--- src/design/pk3dd_pkg.sv ---
// shared types and constants for the packed 3-bit dictionary decoder
// no dependencies; imported by every module of the block
package pk3dd_pkg;

  localparam int CODE_W = 3;
  localparam int CHAR_W = 8;
  localparam int NUM_DICT = 7;
  localparam int CODES_PER_BYTE = 3;
  localparam int CFG_IDX_W = 3;

  typedef logic [CODE_W-1:0] code_t;
  typedef logic [CHAR_W-1:0] char_t;

  localparam code_t END_CODE = 3'd7;

  // configuration register indexes: dictionary characters sit at 0 .. 6
  localparam logic [CFG_IDX_W-1:0] CFG_DICT_FIRST = 3'd0;
  localparam logic [CFG_IDX_W-1:0] CFG_DICT_LAST = 3'd6;

  typedef enum logic [1:0] {
    PHASE_0,
    PHASE_1,
    PHASE_2
  } phase_t;

  // one accepted byte as seen by the back end: its codes and how many results they give
  typedef struct packed {
    code_t [CODES_PER_BYTE-1:0] codes;
    logic [1:0] num;
  } entry_t;

endpackage

--- src/design/pk3dd_front.sv ---
// front end: accepts bytes, splits them into 3-bit codes and finds the terminator
// depends on pk3dd_pkg; feeds pk3dd_queue
module pk3dd_front import pk3dd_pkg::*; (
  input  logic   clk,
  input  logic   rst,
  input  logic   in_valid,
  output logic   in_ready,
  input  logic [7:0] in_byte,
  input  logic   restart,
  input  logic   q_full,
  output logic   push,
  output entry_t entry
);

  phase_t phase, phase_next;
  code_t  carry, carry_next;
  logic   stopped, stopped_next;

  phase_t eff_phase;
  code_t  eff_carry;
  logic   eff_stopped;
  phase_t adv_phase;
  code_t  adv_carry;
  code_t  c0, c1, c2;
  logic [1:0] ncodes;
  logic   hit;
  logic   accept;

  assign in_ready = !q_full;
  assign accept = in_valid && in_ready;

  // restart clears the stream state before this byte is decoded
  assign eff_phase = restart ? PHASE_0 : phase;
  assign eff_carry = restart ? '0 : carry;
  assign eff_stopped = restart ? 1'b0 : stopped;

  always_comb begin
    unique case (eff_phase)
      PHASE_1: begin
        c0 = eff_carry | {2'b00, in_byte[7]};
        c1 = in_byte[6:4];
        c2 = in_byte[3:1];
        ncodes = 2'd3;
        adv_carry = {in_byte[0], 2'b00};
        adv_phase = PHASE_2;
      end
      PHASE_2: begin
        c0 = eff_carry | {1'b0, in_byte[7:6]};
        c1 = in_byte[5:3];
        c2 = in_byte[2:0];
        ncodes = 2'd3;
        adv_carry = '0;
        adv_phase = PHASE_0;
      end
      default: begin
        c0 = in_byte[7:5];
        c1 = in_byte[4:2];
        c2 = END_CODE;
        ncodes = 2'd2;
        adv_carry = {in_byte[1:0], 1'b0};
        adv_phase = PHASE_1;
      end
    endcase
  end

  // terminator search: codes before it still count, the rest of the byte is dropped
  always_comb begin
    entry.codes = {c2, c1, c0};
    priority if (c0 == END_CODE) begin
      entry.num = 2'd1;
      hit = 1'b1;
    end else if (c1 == END_CODE) begin
      entry.num = 2'd2;
      hit = 1'b1;
    end else if (ncodes == 2'd3 && c2 == END_CODE) begin
      entry.num = 2'd3;
      hit = 1'b1;
    end else begin
      entry.num = ncodes;
      hit = 1'b0;
    end
  end

  assign push = accept && !eff_stopped;

  always_comb begin
    phase_next = phase;
    carry_next = carry;
    stopped_next = stopped;
    if (accept) begin
      phase_next = eff_phase;
      carry_next = eff_carry;
      stopped_next = eff_stopped;
      if (!eff_stopped) begin
        if (hit) begin
          stopped_next = 1'b1;
        end else begin
          phase_next = adv_phase;
          carry_next = adv_carry;
        end
      end
    end
  end

  always_ff @(posedge clk) begin
    if (rst) begin
      phase <= PHASE_0;
      carry <= '0;
      stopped <= 1'b0;
    end else begin
      phase <= phase_next;
      carry <= carry_next;
      stopped <= stopped_next;
    end
  end

endmodule

--- src/design/pk3dd_queue.sv ---
// short fifo of decoded byte entries between front and back end
// depends on pk3dd_pkg
module pk3dd_queue import pk3dd_pkg::*; #(
  parameter int DEPTH = 4
) (
  input  logic   clk,
  input  logic   rst,
  input  logic   push,
  input  entry_t wr_entry,
  input  logic   pop,
  output entry_t rd_entry,
  output logic   full,
  output logic   empty,
  output logic [$clog2(DEPTH+1)-1:0] count
);

  localparam int PTR_W = (DEPTH > 1) ? $clog2(DEPTH) : 1;
  localparam int CNT_W = $clog2(DEPTH + 1);
  localparam logic [PTR_W-1:0] PTR_LAST = PTR_W'(DEPTH - 1);

  entry_t mem [DEPTH];
  logic [PTR_W-1:0] wr_ptr, rd_ptr;

  assign full = (count == CNT_W'(DEPTH));
  assign empty = (count == '0);
  assign rd_entry = mem[rd_ptr];

  always_ff @(posedge clk) begin
    if (push) begin
      mem[wr_ptr] <= wr_entry;
    end
  end

  always_ff @(posedge clk) begin
    if (rst) begin
      wr_ptr <= '0;
      rd_ptr <= '0;
      count <= '0;
    end else begin
      if (push) begin
        wr_ptr <= (wr_ptr == PTR_LAST) ? '0 : wr_ptr + 1'b1;
      end
      if (pop) begin
        rd_ptr <= (rd_ptr == PTR_LAST) ? '0 : rd_ptr + 1'b1;
      end
      if (push && !pop) begin
        count <= count + 1'b1;
      end else if (pop && !push) begin
        count <= count - 1'b1;
      end
    end
  end

endmodule

--- src/design/pk3dd_back.sv ---
// back end: holds the dictionary and emits one result per cycle from the queue head
// while out_ready is high; depends on pk3dd_pkg; reads pk3dd_queue
module pk3dd_back import pk3dd_pkg::*; (
  input  logic   clk,
  input  logic   rst,
  input  logic   cfg_write,
  input  logic [CFG_IDX_W-1:0] cfg_index,
  input  logic [CHAR_W-1:0] cfg_data,
  input  logic   q_empty,
  input  entry_t head,
  output logic   pop,
  output logic   out_valid,
  input  logic   out_ready,
  output logic [CHAR_W-1:0] out_char,
  output logic   char_valid,
  output logic   end_seen,
  output logic   last
);

  char_t dict [NUM_DICT];
  logic [1:0] idx, idx_next;
  code_t code;
  logic  load;
  logic  is_last;

  always_ff @(posedge clk) begin
    if (rst) begin
      for (int i = 0; i < NUM_DICT; i++) begin
        dict[i] <= '0;
      end
    end else if (cfg_write && cfg_index >= CFG_DICT_FIRST && cfg_index <= CFG_DICT_LAST) begin
      dict[cfg_index] <= cfg_data;
    end
  end

  // output register refills whenever the queue has an entry and the register is empty or being taken
  assign load = !q_empty && (!out_valid || out_ready);
  assign code = head.codes[idx];
  assign is_last = (idx == head.num - 2'd1);
  assign pop = load && is_last;

  always_comb begin
    idx_next = idx;
    if (load) begin
      idx_next = is_last ? 2'd0 : idx + 2'd1;
    end
  end

  always_ff @(posedge clk) begin
    if (rst) begin
      idx <= '0;
      out_valid <= 1'b0;
    end else begin
      idx <= idx_next;
      if (load) begin
        out_valid <= 1'b1;
      end else if (out_ready) begin
        out_valid <= 1'b0;
      end
    end
  end

  always_ff @(posedge clk) begin
    if (load) begin
      last <= is_last;
      if (code == END_CODE) begin
        out_char <= '0;
        char_valid <= 1'b0;
        end_seen <= 1'b1;
      end else begin
        out_char <= dict[code];
        char_valid <= 1'b1;
        end_seen <= 1'b0;
      end
    end
  end

endmodule

--- src/design/packed_3bit_dictionary_decoder_top.sv ---
// Packed 3-bit code decoder. Each byte accepted on the input channel is split at once
// into its two or three 3-bit codes (eight codes per three bytes, MSB first) and placed
// in a small queue; the output side emits one result per cycle while the queue holds
// entries and out_ready is high, a dictionary character for codes 0 to 6 or an end
// marker for code 7, with last set on the final result of each byte. A byte is accepted
// while the queue has room and gives one to three results on the output, so the
// sustained rate is set by the single result port. After a terminator, bytes are
// accepted and dropped until restart is set.
// Dictionary registers 0 to 6 are written through cfg_write/cfg_index/cfg_data.
module packed_3bit_dictionary_decoder_top import pk3dd_pkg::*; #(
  parameter int QUEUE_DEPTH = 4
) (
  input  logic       clk,
  input  logic       rst,
  input  logic       cfg_write,
  input  logic [2:0] cfg_index,
  input  logic [7:0] cfg_data,
  input  logic       in_valid,
  output logic       in_ready,
  input  logic [7:0] in_byte,
  input  logic       restart,
  output logic       out_valid,
  input  logic       out_ready,
  output logic [7:0] out_char,
  output logic       char_valid,
  output logic       end_seen,
  output logic       last
);

  localparam int CNT_W = $clog2(QUEUE_DEPTH + 1);

  logic   push, pop, q_full, q_empty;
  entry_t wr_entry, head;
  logic [CNT_W-1:0] q_count;

  pk3dd_front u_front (
    .clk      (clk),
    .rst      (rst),
    .in_valid (in_valid),
    .in_ready (in_ready),
    .in_byte  (in_byte),
    .restart  (restart),
    .q_full   (q_full),
    .push     (push),
    .entry    (wr_entry)
  );

  pk3dd_queue #(
    .DEPTH (QUEUE_DEPTH)
  ) u_queue (
    .clk      (clk),
    .rst      (rst),
    .push     (push),
    .wr_entry (wr_entry),
    .pop      (pop),
    .rd_entry (head),
    .full     (q_full),
    .empty    (q_empty),
    .count    (q_count)
  );

  pk3dd_back u_back (
    .clk        (clk),
    .rst        (rst),
    .cfg_write  (cfg_write),
    .cfg_index  (cfg_index),
    .cfg_data   (cfg_data),
    .q_empty    (q_empty),
    .head       (head),
    .pop        (pop),
    .out_valid  (out_valid),
    .out_ready  (out_ready),
    .out_char   (out_char),
    .char_valid (char_valid),
    .end_seen   (end_seen),
    .last       (last)
  );

  // an end result carries no character and closes its byte
  a_end_result: assert property (@(posedge clk) disable iff (rst)
    out_valid && end_seen |-> !char_valid && out_char == '0 && last)
    else $error("end result with character or without last");

  // a restart byte always reaches the queue
  a_restart_push: assert property (@(posedge clk) disable iff (rst)
    in_valid && in_ready && restart |-> push)
    else $error("restart transaction dropped");

  // occupancy tracks pushes and pops
  a_count_up: assert property (@(posedge clk) disable iff (rst)
    push && !pop |=> q_count == $past(q_count) + 1'b1)
    else $error("queue count did not advance on push");

  a_pop_nonempty: assert property (@(posedge clk) disable iff (rst)
    pop |-> !q_empty)
    else $error("pop from empty queue");

endmodule

--- config.mk ---
export PLATFORM = sky130hd
export DESIGN_NAME = packed_3bit_dictionary_decoder_top
export DESIGN_NICKNAME = d
export VERILOG_FILES = /design/src/design/pk3dd_pkg.sv /design/src/design/pk3dd_front.sv /design/src/design/pk3dd_queue.sv /design/src/design/pk3dd_back.sv /design/src/design/packed_3bit_dictionary_decoder_top.sv
export SDC_FILE = /design/constraint.sdc
export NUM_CORES = 1
export LEC_CHECK = 0
export BUFFER_PORTS_ARGS = -buffer_cell sky130_fd_sc_hd__buf_2
export CAP_MARGIN = 0
export CORE_MARGIN = 1
export CORE_UTILIZATION = 60
export DETAILED_ROUTE_END_ITERATION = 7
export PLACE_DENSITY = 0.79
export SYNTH_ARGS = -nofsm -noshare
export SYNTH_HDL_FRONTEND = slang
export SYNTH_SLANG_ARGS = --single-unit
--- constraint.sdc ---
create_clock -name clk -period 3.9 [get_ports clk]
set_input_delay 0.585 -clock clk [delete_from_list [all_inputs] [get_ports clk]]
set_output_delay 0.585 -clock clk [all_outputs]
set_load 0.005 [all_outputs]
Word-level counts from Yosys, hierarchy flattened:

Memory sizes are Yosys's and may differ from the RTL's. A register that Yosys moved wholly into a read port is not among the register bits.
Cells that the tools add are included.

* flip-flop bits (word level): 19
* bits in writable memories: 100
* input port bits: 25
* output and inout port bits: 13
* logic and storage cells: 100
* memories kept: 2

Memory list
* u_back.dict: depth 7, width 8, read ports 1, clocked after Yosys merged registers in 1, wr ports 7, RTL line pk3dd_back.sv:20 `char_t dict [NUM_DICT];`
* u_queue.mem: depth 4, width 11, read ports 1, clocked after Yosys merged registers in 1, wr ports 1, RTL line pk3dd_queue.sv:21 `entry_t mem [DEPTH];`

* $add $sub $neg: 6
* magnitude comparators: 3
* equality and inequality tests: 11
* muxes and demuxes: 44
* bitwise operators: 2
* reduce and logical (&&, ||, !) cells: 21

Operators by type and width (number)
* case mux 3 bit (2 select lines): 4
* two-way mux 3 bit: 7
* two-way mux 1 bit: 20
* two-way mux 2 bit: 10
* == test 3 bit, second input constant: 5
* logical AND 1 bit: 9
* == test 2 bit, second input constant: 4
* two-way mux 8 bit: 1
* OR reduction 8 bit: 1
* adder 2 x 1 -> 2 bit, second input constant: 3
* binary-select mux 3 bit (select 2 bit): 1
* logical NOT 1 bit: 6
* case mux 2 bit (2 select lines): 1
* nonzero test 2 bit: 2
* adder 3 x 1 -> 3 bit, second input constant: 1
* greater-or-equal comparator 3 x 1 -> 1 bit, second input constant: 1
* <= comparator 3 bit, second input constant: 1
* logical NOT 3 bit: 1
* < comparator 2 x 3 -> 1 bit, second input constant: 1
* bitwise OR 3 x 1 -> 3 bit: 1
* bitwise OR 3 x 2 -> 3 bit: 1
* subtractor 3 x 1 -> 3 bit, second input constant: 1
* == test 2 x 1 -> 1 bit, second input constant: 1
* == test 2 bit: 1
* other kinds (3): 3

Depth between registers and ports, before layout:

* depth after elaboration: 11
* mapped depth: 12
* mapped depth without buffers: 10

Hierarchy:

A second synthesis with hierarchy kept.

* cells, all modules: 443
* area, all modules: 5856.9 um2

By module, submodules not included
* pk3dd_back: instances 1, cells each 253, area an instance 3200.6 um2, sequential area each 1991.9 um2
* pk3dd_queue: instances 1, cells each 102, area an instance 2031.9 um2, sequential area each 1501.4 um2
* pk3dd_front: instances 1, cells each 88, area an instance 624.3 um2, sequential area each 120.1 um2

Worst setup path before layout:

Ideal clock, no wire load.

* kind: register to register
* start: register with a tool-made name
* end: register u_queue.count[2]
* arrival time: 2.720 ns
* data required time: 3.830 ns
* path slack: 1.110 ns
* cell stages (with the launch flop): 13
* path buffers: 2
* path through: dfxtp_1 buf_6 buf_12 mux4_2 xnor2_2 mux2i_4 nand2_4 ha_1 inv_1 fa_1 xor2_1 or3_1 a21oi_1

RTL lines
* end signal: assignment: RTL line pk3dd_queue.sv:47 `count <= count + 1'b1;`
* end signal: assignment: RTL line pk3dd_queue.sv:49 `count <= count - 1'b1;`
* end: declaration: RTL line pk3dd_queue.sv:14 `output logic [$clog2(DEPTH+1)-1:0] count`

==> results.ini <==
[outcome]
status = complete, no violations

[die]
die_w_um = 100
start_util_pct = 62.3
die-area_sq_um = 10000
fp.coreArea_sq_um = 9280
io_pins = 38
row_count = 35
fp.dieH_um = 100

[cells_and_area]
utilization_pct = 71.9
drive_above_1_share_pct = 19.5
nFillCells = 609
instances_no_fill = 621
antenna_cells = 0
final_cell_mix = 103 x edfxtp_1, 65 x nor2_1, 37 x buf_2
layout_commonest_cell = edfxtp_1
syn_to_final_growth_pct = 15.4
fin_nets = 514

[worst_setup_path]
startpoint_type = register
crit_path_max_incr_delay_ns = 0.66
cpLargestDelayFamily = multiplexers
cp_max_fo = 9
crit_chain = mux4_2, xnor2_2, mux2i_4, nand2_4, ha_1, inv_1, fa_1, xor2_1, or3_1, a21oi_1
crit_buf_inv = 1
worstSetupPathType = reg -> reg
cp_slowest_cell = dfxtp_1
endpoint_kind = register
critPathRequiredTime_ns = 4.34
crit_arrival_ns = 3.55

[run]
maxCapViolCount = 0

[yosys]
synth-seq-cells = 129
ys_async_sr_fraction_pct = 0
synth_nets = 473
yosys_warnings = 0
netlist_area_sq_um = 5790
synth_cells = 438
synth-main-ff-cell = edfxtp_1
syn_area_per_cell_sq_um = 13.2
synth-edff-count = 103
synth.distinct_cells = 55
ys_seq_area_share_pct = 62.4

[drt]
detail-route-antenna-nets = 0
drtIter0Drc = 213
routed_wirelength_mm = 11.3
dr.pass1.iters = 7
avgViaCountPerCell = 5.86
post_drt_wl_per_cell_um = 18.2
num_vias = 3639
drc = 0

[placed_design]
port_buffers = 37
hpwl_mm = 7.60
dp.cells = 589
gp_congestion = 0.825

[power_and_ir_drop]
leakagePower_nw = 2.59
finalPower_mw = 4.88
max-vdd-ir-drop_v = 0.000410
power_density_nw_per_um2 = 730

[grt]
antenna_found_initial = 0
track_usage_pct = 24.7
grt_pass1_wl_mm = 18.1
grt-ovfl-total = 0
grt_pass1_vias = 3555
grt_start_max_net_pins = 28

[timing]
setup_violations = 0
fin_crit_sh_pct = 79.7
slew_headroom_pct = 31.9
setup_tns_ns = 0
holdWs_ns = 0.338
fmax_mhz = 322
slew_viol_final = 0
hold_viol = 0
skew_ns = 0.00566
rsz0062_at_grt = false
fin_crit_ns = 3.11
worst_pin_slew_ns = 1.02

[clock_tree]
clock_latency_ns = 0.52
cts_buffers = 17
cts_buffer_depth = 2
cts_tree = done
h-tree-depth = 4
clockRootBuffer = clkbuf_8
cts_setup_buffers = 0
cts_hold_buf = 0
post_cts_resized = 0
clock_sink_count = 129
cts.clk_slew.worst_paths_ns = 0.06

[min_path]
hold_class = in -> reg

cell type report:
class	count	area, sq um	area share, %
sequential	129	3610	54.1
multi-input combinational	266	1950	29.3
clock buffer	17	414	6.20
timing repair buffer	44	238	3.56
clock inverter	15	215	3.22
tap	129	161	2.42
inverter	21	78.8	1.18
through the flow:
step / area (sq um) / setup slack, ns
6_report: 6680 / 0.794
5_1_grt: 6680 / 0.622
4_1_cts: 6680 / 0.761
3_5_place_dp: 6050 / 0.805
3_3_place_gp: 6050 / 0.872
2_1_floorplan: 5790 / 1.11
report_power, final:
part / internal (mW) / switching (mW)
combinational: 0.570 / 0.795
sequential: 1.75 / 0.0940
clock: 1.10 / 0.573
total: 3.41 / 1.46
cells in the mapped netlist (2+ instances only):
cell type,instances,area [sq um]
edfxtp_1,103,3090
nor2_1,65,244
mux2i_1,33,330
nand2_1,29,109
dfxtp_1,26,521
inv_1,21,78.8
nand3_1,13,65.1
a21oi_1,12,60.1
clkbuf_1,12,45.0
ha_1,9,113
o21ai_0,8,40.0
a221oi_2,7,105
nand2b_1,7,43.8
o211a_1,7,70.1
mux4_2,6,135
and2_1,5,31.3
a21o_1,4,30.0
a22oi_1,4,30.0
and3_1,4,25.0
buf_6,4,45.0
nor2b_1,4,25.0
a221oi_1,3,26.3
a32o_1,3,30.0
buf_2,3,15.0
mux4_1,3,78.8
nor3_1,3,15.0
o22a_1,3,26.3
a221o_1,2,20.0
a22o_1,2,17.5
a32oi_1,2,17.5
buf_4,2,15.0
o21ai_1,2,10.0
o31a_1,2,17.5
o31ai_1,2,15.0
or3_1,2,12.5
xor2_1,2,17.5
state kept, by name (all words and copies together) (netlist names), 2 cells and up, named ones only:
name and count:
u_back.dict 56, u_back.idx 2, u_back.out_char 8, u_front.carry 3
u_front.phase 2, u_queue.count 3, u_queue.mem 44, u_queue.rd_ptr 2
u_queue.wr_ptr 2
metal layers:
layer	global-route usage, %	part of all wire [%]
met1	33.6	44
met2	37.9	48
met3	6.27	6.4
met4	10.7	1.3
met5	0	0
path summary, 6_finish.rpt:
| kind | start | end | slack (ns) | depth (start not counted) |
|---|---|---|---|---|
| max | register | u_queue.count[2] | 0.79 | 10 |
| min | out_ready | u_back.out_valid | 0.34 | 4 |
| max reg2reg | register | u_queue.count[2] | 0.79 | 10 |
| min reg2reg | u_front.phase[0] | u_front.phase[0] | 0.46 | 1 |
cells by family (layout without fill, tap and decap cells):
group	after synthesis	in the layout	share of synthesized area [%]
simple gates	138	138	10.9
flops	129	129	62.4
compound gates	72	72	10.2
mux	43	43	9.79
buf+inv	43	97	3.78
fa+ha+maj	10	10	2.29
xor+xnor	3	3	0.584
worst register-to-register path: stages, from the launching register on:
cell     delay, ns
dfxtp_1       0.66
mux4_2        0.60
xnor2_2       0.17
mux2i_4       0.23
nand2_4       0.12
ha_1          0.20
inv_1         0.06
fa_1          0.37
xor2_1        0.18
or3_1         0.30
a21oi_1       0.14
Note: power is estimated with default switching activity, not from simulation.
